File: config.mk
export PLATFORM = sky130hd
export DESIGN_NAME = modbus_rtu_request_frame_check_core
export DESIGN_NICKNAME = d
export VERILOG_FILES = /design/src/rtl/core/mrfc_pkg.sv /design/src/rtl/core/mrfc_front.sv /design/src/rtl/core/mrfc_queue.sv /design/src/rtl/core/mrfc_back.sv /design/src/rtl/core/modbus_rtu_request_frame_check_core.sv
export SDC_FILE = /design/constraint.sdc
export NUM_CORES = 1
export LEC_CHECK = 0
export ABC_AREA = 1
export BUFFER_PORTS_ARGS = -buffer_cell sky130_fd_sc_hd__buf_4
export CORE_MARGIN = 5
export CORE_UTILIZATION = 64
export CTS_BUF_LIST = sky130_fd_sc_hd__clkbuf_4 sky130_fd_sc_hd__clkbuf_8
export CTS_CLUSTER_SIZE = 25
export DETAILED_ROUTE_END_ITERATION = 16
export GPL_ROUTABILITY_DRIVEN = 0
export PLACE_DENSITY = 0.91
export SLEW_MARGIN = 25
export SYNTH_ARGS = -nofsm -noshare
export SYNTH_HDL_FRONTEND = slang
export SYNTH_SLANG_ARGS = --single-unit
export TNS_END_PERCENT = 30
File: constraint.sdc
create_clock -name i_clk -period 4.3 [get_ports i_clk]
set_clock_uncertainty 0.05 [all_clocks]
set_input_delay 0 -clock i_clk [delete_from_list [all_inputs] [get_ports i_clk]]
set_output_delay 0 -clock i_clk [all_outputs]
set_load 0.05 [all_outputs]
File: src/rtl/core/mrfc_pkg.sv
// ----------------------------------------------------------------------------
// mrfc_pkg
// Shared types, constants and the CRC-16/MODBUS byte update for the Modbus
// RTU request frame checker.
// ----------------------------------------------------------------------------
package mrfc_pkg;

    localparam int DEF_MAX_FRAME = 256;
    localparam int CNT_W         = 9;
    localparam int QUEUE_DEPTH   = 2;

    localparam logic [15:0] CRC_INIT = 16'hFFFF;
    localparam logic [15:0] CRC_POLY = 16'hA001;

    localparam logic [7:0] FUNC_WR_COIL   = 8'h05;
    localparam logic [7:0] FUNC_WR_REG    = 8'h06;
    localparam logic [7:0] FUNC_WR_COILS  = 8'h0F;
    localparam logic [7:0] FUNC_WR_REGS   = 8'h10;
    localparam logic [7:0] FUNC_BLOCK_XFR = 8'h41;

    localparam int MIN_LEN     = 4;
    localparam int WR_MIN_LEN  = 7;
    localparam int FIXED_LEN   = 8;
    localparam int WR_HDR_LEN  = 9;
    localparam int BLK_HDR_LEN = 6;

    localparam logic [2:0] VERDICT_OK        = 3'd0;
    localparam logic [2:0] VERDICT_SHORT     = 3'd1;
    localparam logic [2:0] VERDICT_CRC_BAD   = 3'd2;
    localparam logic [2:0] VERDICT_LEN_BAD   = 3'd3;
    localparam logic [2:0] VERDICT_NOT_ADDR  = 3'd4;

    typedef struct packed {
        logic [7:0] data_byte;
        logic       frame_end;
    } t_req;

    typedef struct packed {
        logic [2:0]       verdict;
        logic [7:0]       function_code;
        logic             is_broadcast;
        logic [CNT_W-1:0] frame_length;
    } t_rsp;

    typedef struct packed {
        logic [15:0]      crc;
        logic [CNT_W-1:0] length;
        logic [7:0]       address;
        logic [7:0]       function_code;
        logic [7:0]       third;
        logic [7:0]       sixth;
    } t_summary;

    function automatic logic [15:0] crc_byte(input logic [15:0] crc, input logic [7:0] b);
        logic [15:0] c;
        c = crc ^ {8'h00, b};
        for (int k = 0; k < 8; k++) begin
            if (c[0]) begin
                c = (c >> 1) ^ CRC_POLY;
            end else begin
                c = c >> 1;
            end
        end
        return c;
    endfunction

endpackage

File: src/rtl/core/mrfc_front.sv
// ----------------------------------------------------------------------------
// mrfc_front
// Accepts request bytes, runs the CRC and byte count, captures header bytes
// and emits one frame summary on the last byte.
// ----------------------------------------------------------------------------
module mrfc_front #(
    parameter int MAX_FRAME = mrfc_pkg::DEF_MAX_FRAME
) (
    input  logic              i_clk,
    input  logic              i_rst_n,
    input  logic              i_push,
    input  mrfc_pkg::t_req    i_req,
    output logic              o_full,
    output logic              o_sum_push,
    output mrfc_pkg::t_summary o_sum,
    input  logic              i_q_full
);
    import mrfc_pkg::*;

    localparam logic [CNT_W-1:0] SAT_LEN = CNT_W'(MAX_FRAME + 1);

    logic [15:0]      r_crc, n_crc;
    logic [CNT_W-1:0] r_count, n_count;
    logic [7:0]       r_addr, n_addr;
    logic [7:0]       r_func, n_func;
    logic [7:0]       r_third, n_third;
    logic [7:0]       r_sixth, n_sixth;
    logic             w_take;

    assign o_full = i_q_full;
    assign w_take = i_push && !i_q_full;

    always_comb begin
        n_addr  = r_addr;
        n_func  = r_func;
        n_third = r_third;
        n_sixth = r_sixth;
        unique case (r_count)
            CNT_W'(0): n_addr  = i_req.data_byte;
            CNT_W'(1): n_func  = i_req.data_byte;
            CNT_W'(3): n_third = i_req.data_byte;
            CNT_W'(6): n_sixth = i_req.data_byte;
            default: ;
        endcase
        n_crc   = crc_byte(r_crc, i_req.data_byte);
        n_count = (r_count < SAT_LEN) ? r_count + CNT_W'(1) : r_count;
    end

    assign o_sum_push          = w_take && i_req.frame_end;
    assign o_sum.crc           = n_crc;
    assign o_sum.length        = n_count;
    assign o_sum.address       = n_addr;
    assign o_sum.function_code = n_func;
    assign o_sum.third         = n_third;
    assign o_sum.sixth         = n_sixth;

    always_ff @(posedge i_clk) begin
        if (!i_rst_n || (w_take && i_req.frame_end)) begin
            r_crc   <= CRC_INIT;
            r_count <= '0;
            r_addr  <= '0;
            r_func  <= '0;
            r_third <= '0;
            r_sixth <= '0;
        end else if (w_take) begin
            r_crc   <= n_crc;
            r_count <= n_count;
            r_addr  <= n_addr;
            r_func  <= n_func;
            r_third <= n_third;
            r_sixth <= n_sixth;
        end
    end

endmodule

File: src/rtl/core/mrfc_queue.sv
// ----------------------------------------------------------------------------
// mrfc_queue
// Short queue of frame summaries between the front and the back.
// ----------------------------------------------------------------------------
module mrfc_queue (
    input  logic               i_clk,
    input  logic               i_rst_n,
    input  logic               i_push,
    input  mrfc_pkg::t_summary i_data,
    output logic               o_full,
    input  logic               i_pop,
    output logic               o_empty,
    output mrfc_pkg::t_summary o_data
);
    import mrfc_pkg::*;

    localparam int PTR_W = (QUEUE_DEPTH > 1) ? $clog2(QUEUE_DEPTH) : 1;
    localparam int CNT_QW = $clog2(QUEUE_DEPTH + 1);

    t_summary            r_mem [QUEUE_DEPTH];
    logic [PTR_W-1:0]    r_wr_ptr;
    logic [PTR_W-1:0]    r_rd_ptr;
    logic [CNT_QW-1:0]   r_count;
    logic                w_wr;
    logic                w_rd;

    assign o_full  = (r_count == CNT_QW'(QUEUE_DEPTH));
    assign o_empty = (r_count == '0);
    assign w_wr    = i_push && !o_full;
    assign w_rd    = i_pop && !o_empty;
    assign o_data  = r_mem[r_rd_ptr];

    always_ff @(posedge i_clk) begin
        if (w_wr) begin
            r_mem[r_wr_ptr] <= i_data;
        end
    end

    always_ff @(posedge i_clk) begin
        if (!i_rst_n) begin
            r_wr_ptr <= '0;
            r_rd_ptr <= '0;
            r_count  <= '0;
        end else begin
            if (w_wr) begin
                r_wr_ptr <= (r_wr_ptr == PTR_W'(QUEUE_DEPTH - 1)) ? '0 : r_wr_ptr + PTR_W'(1);
            end
            if (w_rd) begin
                r_rd_ptr <= (r_rd_ptr == PTR_W'(QUEUE_DEPTH - 1)) ? '0 : r_rd_ptr + PTR_W'(1);
            end
            if (w_wr && !w_rd) begin
                r_count <= r_count + CNT_QW'(1);
            end else if (w_rd && !w_wr) begin
                r_count <= r_count - CNT_QW'(1);
            end
        end
    end

endmodule

File: src/rtl/core/mrfc_back.sv
// ----------------------------------------------------------------------------
// mrfc_back
// Judges one frame summary per cycle while the output register is free or
// being taken, and holds the verdict there until it is taken.
// ----------------------------------------------------------------------------
module mrfc_back #(
    parameter int MAX_FRAME = mrfc_pkg::DEF_MAX_FRAME
) (
    input  logic               i_clk,
    input  logic               i_rst_n,
    input  logic [7:0]         i_own_address,
    input  logic               i_q_empty,
    input  mrfc_pkg::t_summary i_sum,
    output logic               o_q_pop,
    input  logic               i_pop,
    output logic               o_empty,
    output mrfc_pkg::t_rsp     o_rsp
);
    import mrfc_pkg::*;

    localparam logic [CNT_W-1:0] MAX_LEN   = CNT_W'(MAX_FRAME);
    localparam logic [CNT_W-1:0] WR_LIMIT  = CNT_W'(MAX_FRAME - WR_HDR_LEN);
    localparam logic [CNT_W-1:0] BLK_LIMIT = CNT_W'(MAX_FRAME - BLK_HDR_LEN);

    logic             r_valid;
    t_rsp             r_rsp;
    logic [2:0]       w_verdict;
    logic [CNT_W-1:0] w_len;
    logic [CNT_W-1:0] w_sixth;
    logic [CNT_W-1:0] w_third;
    logic             w_bcast;
    logic             w_write_fn;
    logic             w_multi_wr;

    assign w_len      = i_sum.length;
    assign w_sixth    = {{(CNT_W-8){1'b0}}, i_sum.sixth};
    assign w_third    = {{(CNT_W-8){1'b0}}, i_sum.third};
    assign w_bcast    = (i_sum.address == 8'h00);
    assign w_multi_wr = (i_sum.function_code == FUNC_WR_COILS) ||
                        (i_sum.function_code == FUNC_WR_REGS);
    assign w_write_fn = w_multi_wr || (i_sum.function_code == FUNC_WR_COIL) ||
                        (i_sum.function_code == FUNC_WR_REG);

    always_comb begin
        priority if (w_len < CNT_W'(MIN_LEN)) begin
            w_verdict = VERDICT_SHORT;
        end else if (i_sum.crc != 16'h0000) begin
            w_verdict = VERDICT_CRC_BAD;
        end else if (w_len > MAX_LEN) begin
            w_verdict = VERDICT_LEN_BAD;
        end else if (w_multi_wr && ((w_len < CNT_W'(WR_MIN_LEN)) || (w_sixth > WR_LIMIT) ||
                                    (w_len != w_sixth + CNT_W'(WR_HDR_LEN)))) begin
            w_verdict = VERDICT_LEN_BAD;
        end else if ((i_sum.function_code == FUNC_BLOCK_XFR) &&
                     ((w_third > BLK_LIMIT) || (w_len != w_third + CNT_W'(BLK_HDR_LEN)))) begin
            w_verdict = VERDICT_LEN_BAD;
        end else if (!w_multi_wr && (i_sum.function_code != FUNC_BLOCK_XFR) &&
                     (w_len != CNT_W'(FIXED_LEN))) begin
            w_verdict = VERDICT_LEN_BAD;
        end else if (!w_bcast && (i_sum.address != i_own_address)) begin
            w_verdict = VERDICT_NOT_ADDR;
        end else if (w_bcast && !w_write_fn) begin
            w_verdict = VERDICT_NOT_ADDR;
        end else begin
            w_verdict = VERDICT_OK;
        end
    end

    assign o_q_pop = !i_q_empty && (!r_valid || i_pop);
    assign o_empty = !r_valid;
    assign o_rsp   = r_rsp;

    always_ff @(posedge i_clk) begin
        if (!i_rst_n) begin
            r_valid <= 1'b0;
        end else if (o_q_pop) begin
            r_valid <= 1'b1;
        end else if (i_pop) begin
            r_valid <= 1'b0;
        end
    end

    always_ff @(posedge i_clk) begin
        if (o_q_pop) begin
            r_rsp.verdict       <= w_verdict;
            r_rsp.function_code <= i_sum.function_code;
            r_rsp.is_broadcast  <= w_bcast;
            r_rsp.frame_length  <= w_len;
        end
    end

endmodule

File: src/rtl/core/modbus_rtu_request_frame_check_core.sv
// ----------------------------------------------------------------------------
// modbus_rtu_request_frame_check_core
// Modbus RTU request frame checker: CRC-16/MODBUS, length and address checks.
// ----------------------------------------------------------------------------
// Usage:
//   Input channel: one request byte per accepted push (i_push high, o_full
//   low), with frame_end set on the last byte of the frame. Bytes are taken
//   back to back, one per cycle while o_full is low.
//   Result channel: one verdict per frame, shown while o_empty is low and
//   taken with i_pop. After the last byte is accepted, its summary goes into
//   the summary queue and then into the output register once that is free.
//   Throughput: one byte per cycle while o_full is low; one verdict per cycle
//   at most, while results are taken; CRC update and judge are combinational.
//   Configuration: own_address is written via i_cfg_valid/i_cfg_data, always
//   ready; the user must do so only while no frame is in flight; not enforced.
//   Reset: frame state clears, the summary queue and output empty, the
//   station address returns to 1.
//   Stall: a held result lets the two-entry summary queue fill; once it is
//   full o_full rises and every byte, mid-frame ones too, waits.
// ----------------------------------------------------------------------------
module modbus_rtu_request_frame_check_core #(
    parameter int MAX_FRAME = mrfc_pkg::DEF_MAX_FRAME
) (
    input  logic           i_clk,
    input  logic           i_rst_n,
    input  logic           i_push,
    input  mrfc_pkg::t_req i_req,
    output logic           o_full,
    input  logic           i_pop,
    output logic           o_empty,
    output mrfc_pkg::t_rsp o_rsp,
    input  logic           i_cfg_valid,
    input  logic [7:0]     i_cfg_data,
    output logic           o_cfg_ready
);
    import mrfc_pkg::*;

    logic [7:0] r_own_address;
    logic       w_sum_push;
    t_summary   w_sum_in;
    t_summary   w_sum_out;
    logic       w_q_full;
    logic       w_q_empty;
    logic       w_q_pop;

    assign o_cfg_ready = 1'b1;

    always_ff @(posedge i_clk) begin
        if (!i_rst_n) begin
            r_own_address <= 8'd1;
        end else if (i_cfg_valid) begin
            r_own_address <= i_cfg_data;
        end
    end

    mrfc_front #(
        .MAX_FRAME (MAX_FRAME)
    ) u_front (
        .i_clk      (i_clk),
        .i_rst_n    (i_rst_n),
        .i_push     (i_push),
        .i_req      (i_req),
        .o_full     (o_full),
        .o_sum_push (w_sum_push),
        .o_sum      (w_sum_in),
        .i_q_full   (w_q_full)
    );

    mrfc_queue u_queue (
        .i_clk   (i_clk),
        .i_rst_n (i_rst_n),
        .i_push  (w_sum_push),
        .i_data  (w_sum_in),
        .o_full  (w_q_full),
        .i_pop   (w_q_pop),
        .o_empty (w_q_empty),
        .o_data  (w_sum_out)
    );

    mrfc_back #(
        .MAX_FRAME (MAX_FRAME)
    ) u_back (
        .i_clk         (i_clk),
        .i_rst_n       (i_rst_n),
        .i_own_address (r_own_address),
        .i_q_empty     (w_q_empty),
        .i_sum         (w_sum_out),
        .o_q_pop       (w_q_pop),
        .i_pop         (i_pop),
        .o_empty       (o_empty),
        .o_rsp         (o_rsp)
    );

`ifndef NO_ASSERTIONS
    a_queue_state: assert property (@(posedge i_clk) disable iff (!i_rst_n)
        !(w_q_full && w_q_empty))
        else $error("summary queue both full and empty");

    a_frame_queued: assert property (@(posedge i_clk) disable iff (!i_rst_n)
        (i_push && !o_full && i_req.frame_end) |=> !w_q_empty)
        else $error("frame end accepted but no summary queued");

    a_verdict_range: assert property (@(posedge i_clk) disable iff (!i_rst_n)
        !o_empty |-> (o_rsp.verdict <= VERDICT_NOT_ADDR))
        else $error("verdict code out of range");

    a_pop_only_ready: assert property (@(posedge i_clk) disable iff (!i_rst_n)
        w_q_pop |-> (!w_q_empty && (o_empty || i_pop)))
        else $error("summary taken while output register busy");
`endif

endmodule
==> results of run 1 <==
[cells in the mapped netlist, types with 10 or more instances]
cell type and number:
sky130_fd_sc_hd__nand4_1 13, sky130_fd_sc_hd__clkbuf_1 14, sky130_fd_sc_hd__nand2_1 232, sky130_fd_sc_hd__o21ai_0 100, sky130_fd_sc_hd__nand3_1 47, sky130_fd_sc_hd__xor2_1 21, sky130_fd_sc_hd__a21oi_1 42, sky130_fd_sc_hd__nor4_1 10
sky130_fd_sc_hd__nor2_1 87, sky130_fd_sc_hd__inv_1 145, sky130_fd_sc_hd__edfxtp_1 135, sky130_fd_sc_hd__o21ai_1 12, sky130_fd_sc_hd__xnor2_1 15, sky130_fd_sc_hd__dfxtp_1 71
[registers in the layout, indices dropped and copies added (netlist names), named ones only]
register and count:
u_queue.r_count 2, u_queue.r_mem 114, r_own_address 8, u_back.o_rsp 21, u_queue.r_wr_ptr 1, u_front.r_count 9
u_front.r_addr 8, u_front.r_sixth 8, u_queue.r_rd_ptr 1, u_back.r_valid 1, u_front.r_crc 16, u_front.r_func 8
u_front.r_third 8
[routing by layer]
layer | vias to the layer above | global-route usage
li1 | 3488 | -
met1 | 3418 | 0.331
met2 | 451 | 0.457
met3 | 98 | 0.0423
met4 | 0 | 0.116
met5 | - | 0
[report_power, final]
part | internal (W) | switching (W) | leakage (nW)
clock network | 0.000980 | 0.000759 | 0.361
logic | 0.000728 | 0.00182 | 2.54
registers | 0.00261 | 0.000210 | 1.84
[cell type report]
| type | count | area [um^2] |
|---|---|---|
| inverters | 146 | 553 |
| repair buffers | 87 | 741 |
| fillers | 903 | 3600 |
| flip-flops and latches | 206 | 5480 |
| clock buffers | 47 | 578 |
| well taps | 184 | 230 |
| clock inverters | 11 | 104 |
| multi-input cells | 627 | 3090 |
[metrics by stage]
step / power (W) / worst slack [ns] / cells / utilization / cell area (um^2)
final: 0.00710 / 1.33 / 1308 / 0.750 / 10800
after global routing: 0.00749 / 0.976 / 1308 / 0.750 / 10800
after CTS: 0.00703 / 1.37 / 1308 / 0.750 / 10800
after detailed placement: 0.00525 / 1.43 / 1215 / 0.678 / 9740
after global placement: 0.00513 / 1.52 / 1215 / 0.678 / 9740
after floorplan: 0.00468 / 0.522 / 1012 / - / 9290
[critical path, delay by kind of cell (launching register included)]
kind,cells,cell delay [ns]
AND/OR/NAND/NOR,13,1.12
flip-flops,1,0.89
buffers and inverters,4,0.45
adder cells (fa/ha/maj),1,0.19
[cells by family (layout without fill, tap and decap cells)]
kind of cell,Yosys count,in the layout,share of synthesized area
xor+xnor,37,37,0.0357
flops,206,206,0.589
compound gates,167,167,0.0949
simple gates,415,415,0.189
other cells,1,1,0.000403
fa+ha+maj,7,7,0.00942
buf+inv,179,291,0.0817
[final timing paths]
kind	startpoint	endpoint
worst max-delay path	flop	u_back.o_rsp[19]$_SDFFCE_PP0P_
worst min-delay path	i_push	u_queue.r_wr_ptr$_SDFFE_PN0P_
worst min register to register	u_front.r_crc[10]$_SDFFE_PP1P_	u_queue.r_mem[1][43]$_DFFE_PP_
worst max register to register	flop	u_back.o_rsp[19]$_SDFFCE_PP0P_
==> run_summary.xml, run 1 <==
<?xml version="1.0" encoding="UTF-8"?>
<metrics>
  <group name="final_layout">
    <metric name="layout.nets" unit="">1128</metric>
    <metric name="most-common-layout-cells" unit="">sky130_fd_sc_hd__nand2_1, sky130_fd_sc_hd__inv_1, sky130_fd_sc_hd__edfxtp_1</metric>
    <metric name="antenna_cells" unit="">0</metric>
    <metric name="fraction_of_final_layout_cells_sized_beyond_drive_strength_1" unit="">0.118</metric>
    <metric name="leading_cell_type_in_the_layout_fill_and_taps_excluded" unit="">sky130_fd_sc_hd__nand2_1</metric>
    <metric name="area_overhead_vs_synth" unit="%">15.9</metric>
  </group>
  <group name="logic_synthesis">
    <metric name="synth.distinct_cells" unit="">39</metric>
    <metric name="synthArstFlopShare" unit="">0</metric>
    <metric name="synthFlopType" unit="">sky130_fd_sc_hd__edfxtp_1</metric>
    <metric name="synthesis.nets" unit="">1041</metric>
    <metric name="post-synth-top-area-cell" unit="">sky130_fd_sc_hd__edfxtp_1</metric>
    <metric name="sequential_to_total_area_share_from_yosys_stat" unit="">0.589</metric>
    <metric name="ys.warnings.count" unit="">0</metric>
    <metric name="share_of_the_synthesized_area_in_the_top_cell_type" unit="">0.436</metric>
    <metric name="ys_ff_latch" unit="">206</metric>
    <metric name="synth_area_per_cell" unit="um^2">9.18</metric>
    <metric name="synth_edf_count" unit="">135</metric>
    <metric name="synth_area_leaders" unit="">sky130_fd_sc_hd__edfxtp_1, sky130_fd_sc_hd__dfxtp_1, sky130_fd_sc_hd__nand2_1</metric>
    <metric name="postSynthCellCount" unit="">1012</metric>
    <metric name="netlist_area" unit="mm^2">0.00929</metric>
  </group>
  <group name="timing">
    <metric name="report.final.setup_viol" unit="">0</metric>
    <metric name="slew_violations" unit="">0</metric>
    <metric name="finalSetupTns" unit="ns">0</metric>
    <metric name="worst-slew-pin-transition" unit="ns">1.00</metric>
    <metric name="hold_viol" unit="">0</metric>
    <metric name="min_period" unit="ns">2.97</metric>
    <metric name="relative_max_transition_margin" unit="">0.329</metric>
    <metric name="min_period_over_period" unit="">0.690</metric>
    <metric name="worst_hold_slack" unit="ns">0.101</metric>
    <metric name="clock.fmax" unit="MHz">337</metric>
    <metric name="grt_setup_unrepaired" unit="">false</metric>
  </group>
  <group name="routing">
    <metric name="met2RoutedLength" unit="um">10700</metric>
    <metric name="met3_length" unit="um">1950</metric>
    <metric name="dr.pass1.iters" unit="">7</metric>
    <metric name="dr.max_layer_used" unit="">met4</metric>
    <metric name="drc_violations" unit="">0</metric>
    <metric name="antenna_violating_nets_post_route" unit="">0</metric>
    <metric name="avgRoutedWirePerCell" unit="um">16.8</metric>
    <metric name="dr_total_vias" unit="">7455</metric>
    <metric name="m1WireLength" unit="um">8330</metric>
    <metric name="wl" unit="um">22000</metric>
    <metric name="route.detailed.vias_per_inst" unit="">5.70</metric>
    <metric name="drt_iter0_drc" unit="">952</metric>
  </group>
  <group name="grt">
    <metric name="antenna_found_initial" unit="">0</metric>
    <metric name="first_pass_grt_wire_length" unit="um">35500</metric>
    <metric name="grt_usage" unit="">0.265</metric>
    <metric name="via_count_of_the_first_global_routing_pass" unit="">7278</metric>
    <metric name="grt_remaining_overflow" unit="">0</metric>
    <metric name="grt_max_degree" unit="">85</metric>
  </group>
  <group name="placement">
    <metric name="io_buffer_count" unit="">44</metric>
    <metric name="detailedPlacementHpwl" unit="um">13200</metric>
  </group>
  <group name="floorplan">
    <metric name="die_area" unit="mm^2">0.0170</metric>
    <metric name="placementRows" unit="">44</metric>
    <metric name="die_width" unit="um">131</metric>
    <metric name="core_region_area" unit="mm^2">0.0144</metric>
    <metric name="io-pin-count" unit="">46</metric>
    <metric name="initial_util" unit="">0.647</metric>
    <metric name="die_height" unit="um">131</metric>
  </group>
  <group name="worst_setup_path">
    <metric name="timing.critical_path.slowest_cell_delay" unit="ns">0.89</metric>
    <metric name="worst-r2r-cell-count" unit="">18</metric>
    <metric name="crit_path_top_delay_cell" unit="">sky130_fd_sc_hd__dfxtp_2</metric>
    <metric name="setup.worst_path.class" unit="">reg2reg</metric>
    <metric name="worstPathArrival" unit="ns">3.23</metric>
    <metric name="critical_path.most_common_cell" unit="">sky130_fd_sc_hd__nand2_1</metric>
    <metric name="setup.worst_path.end_class" unit="">flop</metric>
    <metric name="worstPathRequired" unit="ns">4.56</metric>
    <metric name="cp_cell_sequence" unit="">inv_6 &gt; nand2_1 &gt; nand2_2 &gt; inv_1 &gt; ha_1 &gt; inv_1 &gt; nand2_2 &gt; nor2_1 &gt; nand2_1 &gt; nand2_1 &gt; nand2_1 &gt; nand2_1 &gt; nor2_1 &gt; nand3_1 &gt; nand2_1 &gt; nand4_1 &gt; nand2_1 &gt; inv_1</metric>
    <metric name="worstPathMaxFanout" unit="">42</metric>
    <metric name="crit_path_start_kind" unit="">flop</metric>
    <metric name="worst_reg_to_reg_setup_slack" unit="ns">1.33</metric>
  </group>
  <group name="clock_tree">
    <metric name="cts_sinks" unit="">206</metric>
    <metric name="cts_htree_levels" unit="">1</metric>
    <metric name="post_cts_resized" unit="">0</metric>
    <metric name="max-clock-path-buffers" unit="">3</metric>
    <metric name="clk_pin_slew_worst_paths" unit="ns">0.06</metric>
    <metric name="cts_tree" unit="">done</metric>
    <metric name="holdBufCountCts" unit="">35</metric>
    <metric name="cts_root_buf" unit="">sky130_fd_sc_hd__clkbuf_8</metric>
    <metric name="clk-insertion-delay-late" unit="ns">0.57</metric>
    <metric name="cts_inserted_buffers" unit="">31</metric>
    <metric name="post_cts_buffers" unit="">0</metric>
  </group>
  <group name="job">
    <metric name="drv_cap" unit="">0</metric>
  </group>
  <group name="min_path">
    <metric name="hold_path.class" unit="">in2reg</metric>
    <metric name="whs_path_depth" unit="">5</metric>
  </group>
  <group name="power">
    <metric name="ir_drop" unit="mV">0.349</metric>
    <metric name="leakage" unit="nW">4.74</metric>
    <metric name="power_density" unit="mW/mm^2">659</metric>
  </group>
  <group name="status">
    <metric name="run_status" unit="">completed</metric>
  </group>
</metrics>
Power figures use the tool's default switching activity.
==> run 2, diff against run 1 <==
--- a/config.mk
+++ b/config.mk
@@ -5,7 +5,7 @@
 export SDC_FILE = /design/constraint.sdc
 export NUM_CORES = 1
 export LEC_CHECK = 0
-export ABC_AREA = 1
+export ABC_AREA = 0
 export BUFFER_PORTS_ARGS = -buffer_cell sky130_fd_sc_hd__buf_4
 export CORE_MARGIN = 5
 export CORE_UTILIZATION = 64
==> constraint.sdc (replaced) <==
create_clock -name i_clk -period 2.83 [get_ports i_clk]
set_clock_uncertainty 0.05 [all_clocks]
set_input_delay 0 -clock i_clk [delete_from_list [all_inputs] [get_ports i_clk]]
set_output_delay 0 -clock i_clk [all_outputs]
set_load 0.05 [all_outputs]
==> run 2 against run 1 <==
Sequential power increased by 47%. Critical path depth decreased by 10. Sequential share of layout area decreased by 0.69 points. Core utilization increased by 1.1 points. First-iteration DRC count decreased by 25%. Final cell count decreased by 16%. Combinational power increased by 24%. Global-route usage increased by 1.7 points. Synthesized cell count decreased by 22%. Clock-buffer cell count increased by 5. Via count decreased by 7.8%. Synthesized area decreased by 0.36%. Critical endpoint unchanged. Largest power group unchanged.
==> run_summary.xml, run 2 <==
<?xml version="1.0" encoding="UTF-8"?>
<metrics>
  <group name="grt">
    <metric name="first_pass_grt_wire_length" unit="um">36500</metric>
    <metric name="via_count_of_the_first_global_routing_pass" unit="">6948</metric>
    <metric name="grt_remaining_overflow" unit="">0</metric>
    <metric name="grt_usage" unit="">0.282</metric>
    <metric name="antenna_found_initial" unit="">1</metric>
    <metric name="grt_max_degree" unit="">58</metric>
  </group>
  <group name="power">
    <metric name="ir_drop" unit="mV">0.597</metric>
    <metric name="power_density" unit="mW/mm^2">916</metric>
    <metric name="leakage" unit="nW">4.14</metric>
    <metric name="p_total" unit="W">0.0100</metric>
  </group>
  <group name="logic_synthesis">
    <metric name="netlist_top_cells_count" unit="">sky130_fd_sc_hd__edfxtp_1, sky130_fd_sc_hd__nor2_1, sky130_fd_sc_hd__dfxtp_1</metric>
    <metric name="synth_edf_count" unit="">135</metric>
    <metric name="synth_area_per_cell" unit="um^2">11.7</metric>
    <metric name="postSynthCellCount" unit="">792</metric>
    <metric name="ys_ff_latch" unit="">206</metric>
    <metric name="share_of_the_synthesized_area_in_the_top_cell_type" unit="">0.438</metric>
    <metric name="post-synth-top-area-cell" unit="">sky130_fd_sc_hd__edfxtp_1</metric>
    <metric name="synthesis.nets" unit="">821</metric>
    <metric name="sequential_to_total_area_share_from_yosys_stat" unit="">0.591</metric>
    <metric name="synthArstFlopShare" unit="">0</metric>
    <metric name="synth_area_leaders" unit="">sky130_fd_sc_hd__edfxtp_1, sky130_fd_sc_hd__dfxtp_1, sky130_fd_sc_hd__mux2_2</metric>
    <metric name="netlist_area" unit="mm^2">0.00926</metric>
    <metric name="synth.most_common_cell" unit="">sky130_fd_sc_hd__edfxtp_1</metric>
    <metric name="synth.distinct_cells" unit="">61</metric>
    <metric name="ys.warnings.count" unit="">0</metric>
    <metric name="synthFlopType" unit="">sky130_fd_sc_hd__edfxtp_1</metric>
  </group>
  <group name="worst_setup_path">
    <metric name="worstPathMaxFanout" unit="">17</metric>
    <metric name="setup.worst_path.end_class" unit="">flop</metric>
    <metric name="worst-r2r-cell-count" unit="">8</metric>
    <metric name="setup.worst_path.class" unit="">reg2reg</metric>
    <metric name="category_of_cells_accounting_for_the_largest_share_of_critical_path_delay" unit="">simple AND/OR/NAND/NOR gates</metric>
    <metric name="worstPathBufferInverterCount" unit="">1</metric>
    <metric name="crit_path_top_delay_cell" unit="">sky130_fd_sc_hd__dfxtp_4</metric>
    <metric name="crit_path_start_kind" unit="">flop</metric>
    <metric name="cp_cell_sequence" unit="">buf_4 &gt; mux2i_1 &gt; ha_1 &gt; xor2_1 &gt; or3_1 &gt; o41ai_2 &gt; and2_1 &gt; a31oi_1</metric>
    <metric name="worstPathArrival" unit="ns">2.92</metric>
    <metric name="timing.critical_path.depth" unit="">8</metric>
    <metric name="timing.critical_path.slowest_cell_delay" unit="ns">0.47</metric>
    <metric name="worstPathRequired" unit="ns">3.04</metric>
  </group>
  <group name="placement">
    <metric name="numPlacedInstances" unit="">1007</metric>
    <metric name="detailedPlacementHpwl" unit="um">13800</metric>
    <metric name="io_buffer_count" unit="">44</metric>
  </group>
  <group name="routing">
    <metric name="dr.pass1.iters" unit="">5</metric>
    <metric name="antenna_violating_nets_post_route" unit="">0</metric>
    <metric name="drt_iter0_drc" unit="">715</metric>
    <metric name="wl" unit="um">23500</metric>
    <metric name="route.detailed.vias_per_inst" unit="">6.24</metric>
    <metric name="avgRoutedWirePerCell" unit="um">21.4</metric>
    <metric name="dr_total_vias" unit="">6874</metric>
    <metric name="drc_violations" unit="">0</metric>
  </group>
  <group name="final_layout">
    <metric name="layout.nets" unit="">923</metric>
    <metric name="final_cells" unit="">1101</metric>
    <metric name="most-common-layout-cells" unit="">sky130_fd_sc_hd__edfxtp_1, sky130_fd_sc_hd__nor2_1, sky130_fd_sc_hd__dfxtp_1</metric>
    <metric name="top_regs" unit="">u_queue.r_mem (114), u_back.o_rsp (21), u_front.r_crc (16)</metric>
    <metric name="fraction_of_final_layout_cells_sized_beyond_drive_strength_1" unit="">0.197</metric>
    <metric name="largest_register_ffs" unit="">114</metric>
    <metric name="num-fill-cells" unit="">841</metric>
    <metric name="largest_register" unit="">u_queue.r_mem</metric>
    <metric name="area_overhead_vs_synth" unit="%">18.0</metric>
    <metric name="antenna_cells" unit="">0</metric>
    <metric name="leading_cell_type_in_the_layout_fill_and_taps_excluded" unit="">sky130_fd_sc_hd__edfxtp_1</metric>
  </group>
  <group name="clock_tree">
    <metric name="cts_inserted_buffers" unit="">34</metric>
    <metric name="cts_root_buf" unit="">sky130_fd_sc_hd__clkbuf_8</metric>
    <metric name="max-clock-path-buffers" unit="">3</metric>
    <metric name="clk-insertion-delay-late" unit="ns">0.52</metric>
    <metric name="clk_pin_slew_worst_paths" unit="ns">0.06</metric>
    <metric name="cts_htree_levels" unit="">2</metric>
    <metric name="cts_sinks" unit="">206</metric>
    <metric name="cts_tree" unit="">done</metric>
  </group>
  <group name="timing">
    <metric name="slew_violations" unit="">0</metric>
    <metric name="hold_viol" unit="">0</metric>
    <metric name="min_period_over_period" unit="">0.956</metric>
    <metric name="min_period" unit="ns">2.71</metric>
    <metric name="worst-slew-pin-transition" unit="ns">0.794</metric>
    <metric name="report.final.setup_viol" unit="">0</metric>
    <metric name="worst_hold_slack" unit="ns">0.160</metric>
    <metric name="clock.fmax" unit="MHz">369</metric>
    <metric name="finalSetupTns" unit="ns">0</metric>
    <metric name="grt_setup_unrepaired" unit="">false</metric>
    <metric name="relative_max_transition_margin" unit="">0.470</metric>
  </group>
  <group name="floorplan">
    <metric name="placementRows" unit="">44</metric>
    <metric name="io-pin-count" unit="">46</metric>
    <metric name="die_width" unit="um">130</metric>
    <metric name="die_area" unit="mm^2">0.0170</metric>
    <metric name="initial_util" unit="">0.644</metric>
    <metric name="die_height" unit="um">130</metric>
    <metric name="core_region_area" unit="mm^2">0.0144</metric>
  </group>
  <group name="status">
    <metric name="run_status" unit="">completed</metric>
  </group>
  <group name="min_path">
    <metric name="whs_path_depth" unit="">4</metric>
    <metric name="hold_path.class" unit="">in2reg</metric>
  </group>
  <group name="job">
    <metric name="drv_cap" unit="">0</metric>
  </group>
</metrics>
[run 2: tightest hold or removal path, cell delays in order]
cell and delay (ns):
sky130_fd_sc_hd__buf_4 0.11, sky130_fd_sc_hd__and2_2 0.17, sky130_fd_sc_hd__nand2_1 0.18, sky130_fd_sc_hd__nor2_4 0.09
[run 2: cell families after synthesis]
family | count (synthesis) | share of synthesized area
XOR/XNOR | 81 | 0.0766
AND/OR/NAND/NOR | 294 | 0.149
other | 1 | 0.000405
flip-flops | 206 | 0.591
buffers and inverters | 48 | 0.0226
adder cells (fa/ha/maj) | 7 | 0.00946
multiplexers | 82 | 0.0961
AO/OA/AOI/OAI | 73 | 0.0543
[run 2: layout make-up]
| class | instances | area [um^2] | share of cell area |
|---|---|---|---|
| clock buffers | 52 | 678 | 0.0621 |
| clock inverters | 7 | 31.3 | 0.00286 |
| inverters | 18 | 67.6 | 0.00618 |
| multi-input cells | 538 | 3590 | 0.328 |
| flip-flops and latches | 206 | 5480 | 0.502 |
| well taps | 184 | 230 | 0.0211 |
| repair buffers | 96 | 850 | 0.0778 |
[run 2: timing repair]
item / CTS / global route
buffers inserted: 0 / 0
resized for setup: 0 / 2
hold buffers: 35 / 0
endpoints found under the setup margin: 0 / 3
hold endpoints to repair: 100 / 0
[run 2: path summary, 6_finish.rpt]
kind,from,endpoint,slack [ns]
min reg2reg,u_front.r_crc[2]$_SDFFE_PP1P_,u_front.r_crc[2]$_SDFFE_PP1P_,0.43
min,i_push,u_queue.r_mem[0][28]$_DFFE_PP_,0.16
max reg2reg,flop,u_back.o_rsp[19]$_SDFFCE_PP0P_,0.12
max,flop,u_back.o_rsp[19]$_SDFFCE_PP0P_,0.12
[run 2: through the flow]
stage               area [um^2]   util  setup WS (ns)
global placement           9860  0.686          0.191
CTS                       10900  0.760         0.0577
global route              10900  0.760        0.00615
floorplan                  9270      -         -0.249
finish                    10900  0.760          0.123
detailed placement         9860  0.686         0.0696
[run 2: where the power goes]
part	switching, W	internal, W	total [W]
Sequential	0.000285	0.00386	0.00415
Clock	0.00119	0.00152	0.00271
Combinational	0.00199	0.00116	0.00315
[run 2: layer usage]
metal / vias to the layer above / share of wire / GRT usage
met5: - / 0.00047 / 0
met3: 115 / 0.082 / 0.0553
li1: 3051 / - / -
met2: 427 / 0.49 / 0.474
met1: 3279 / 0.36 / 0.329
met4: 2 / 0.065 / 0.187
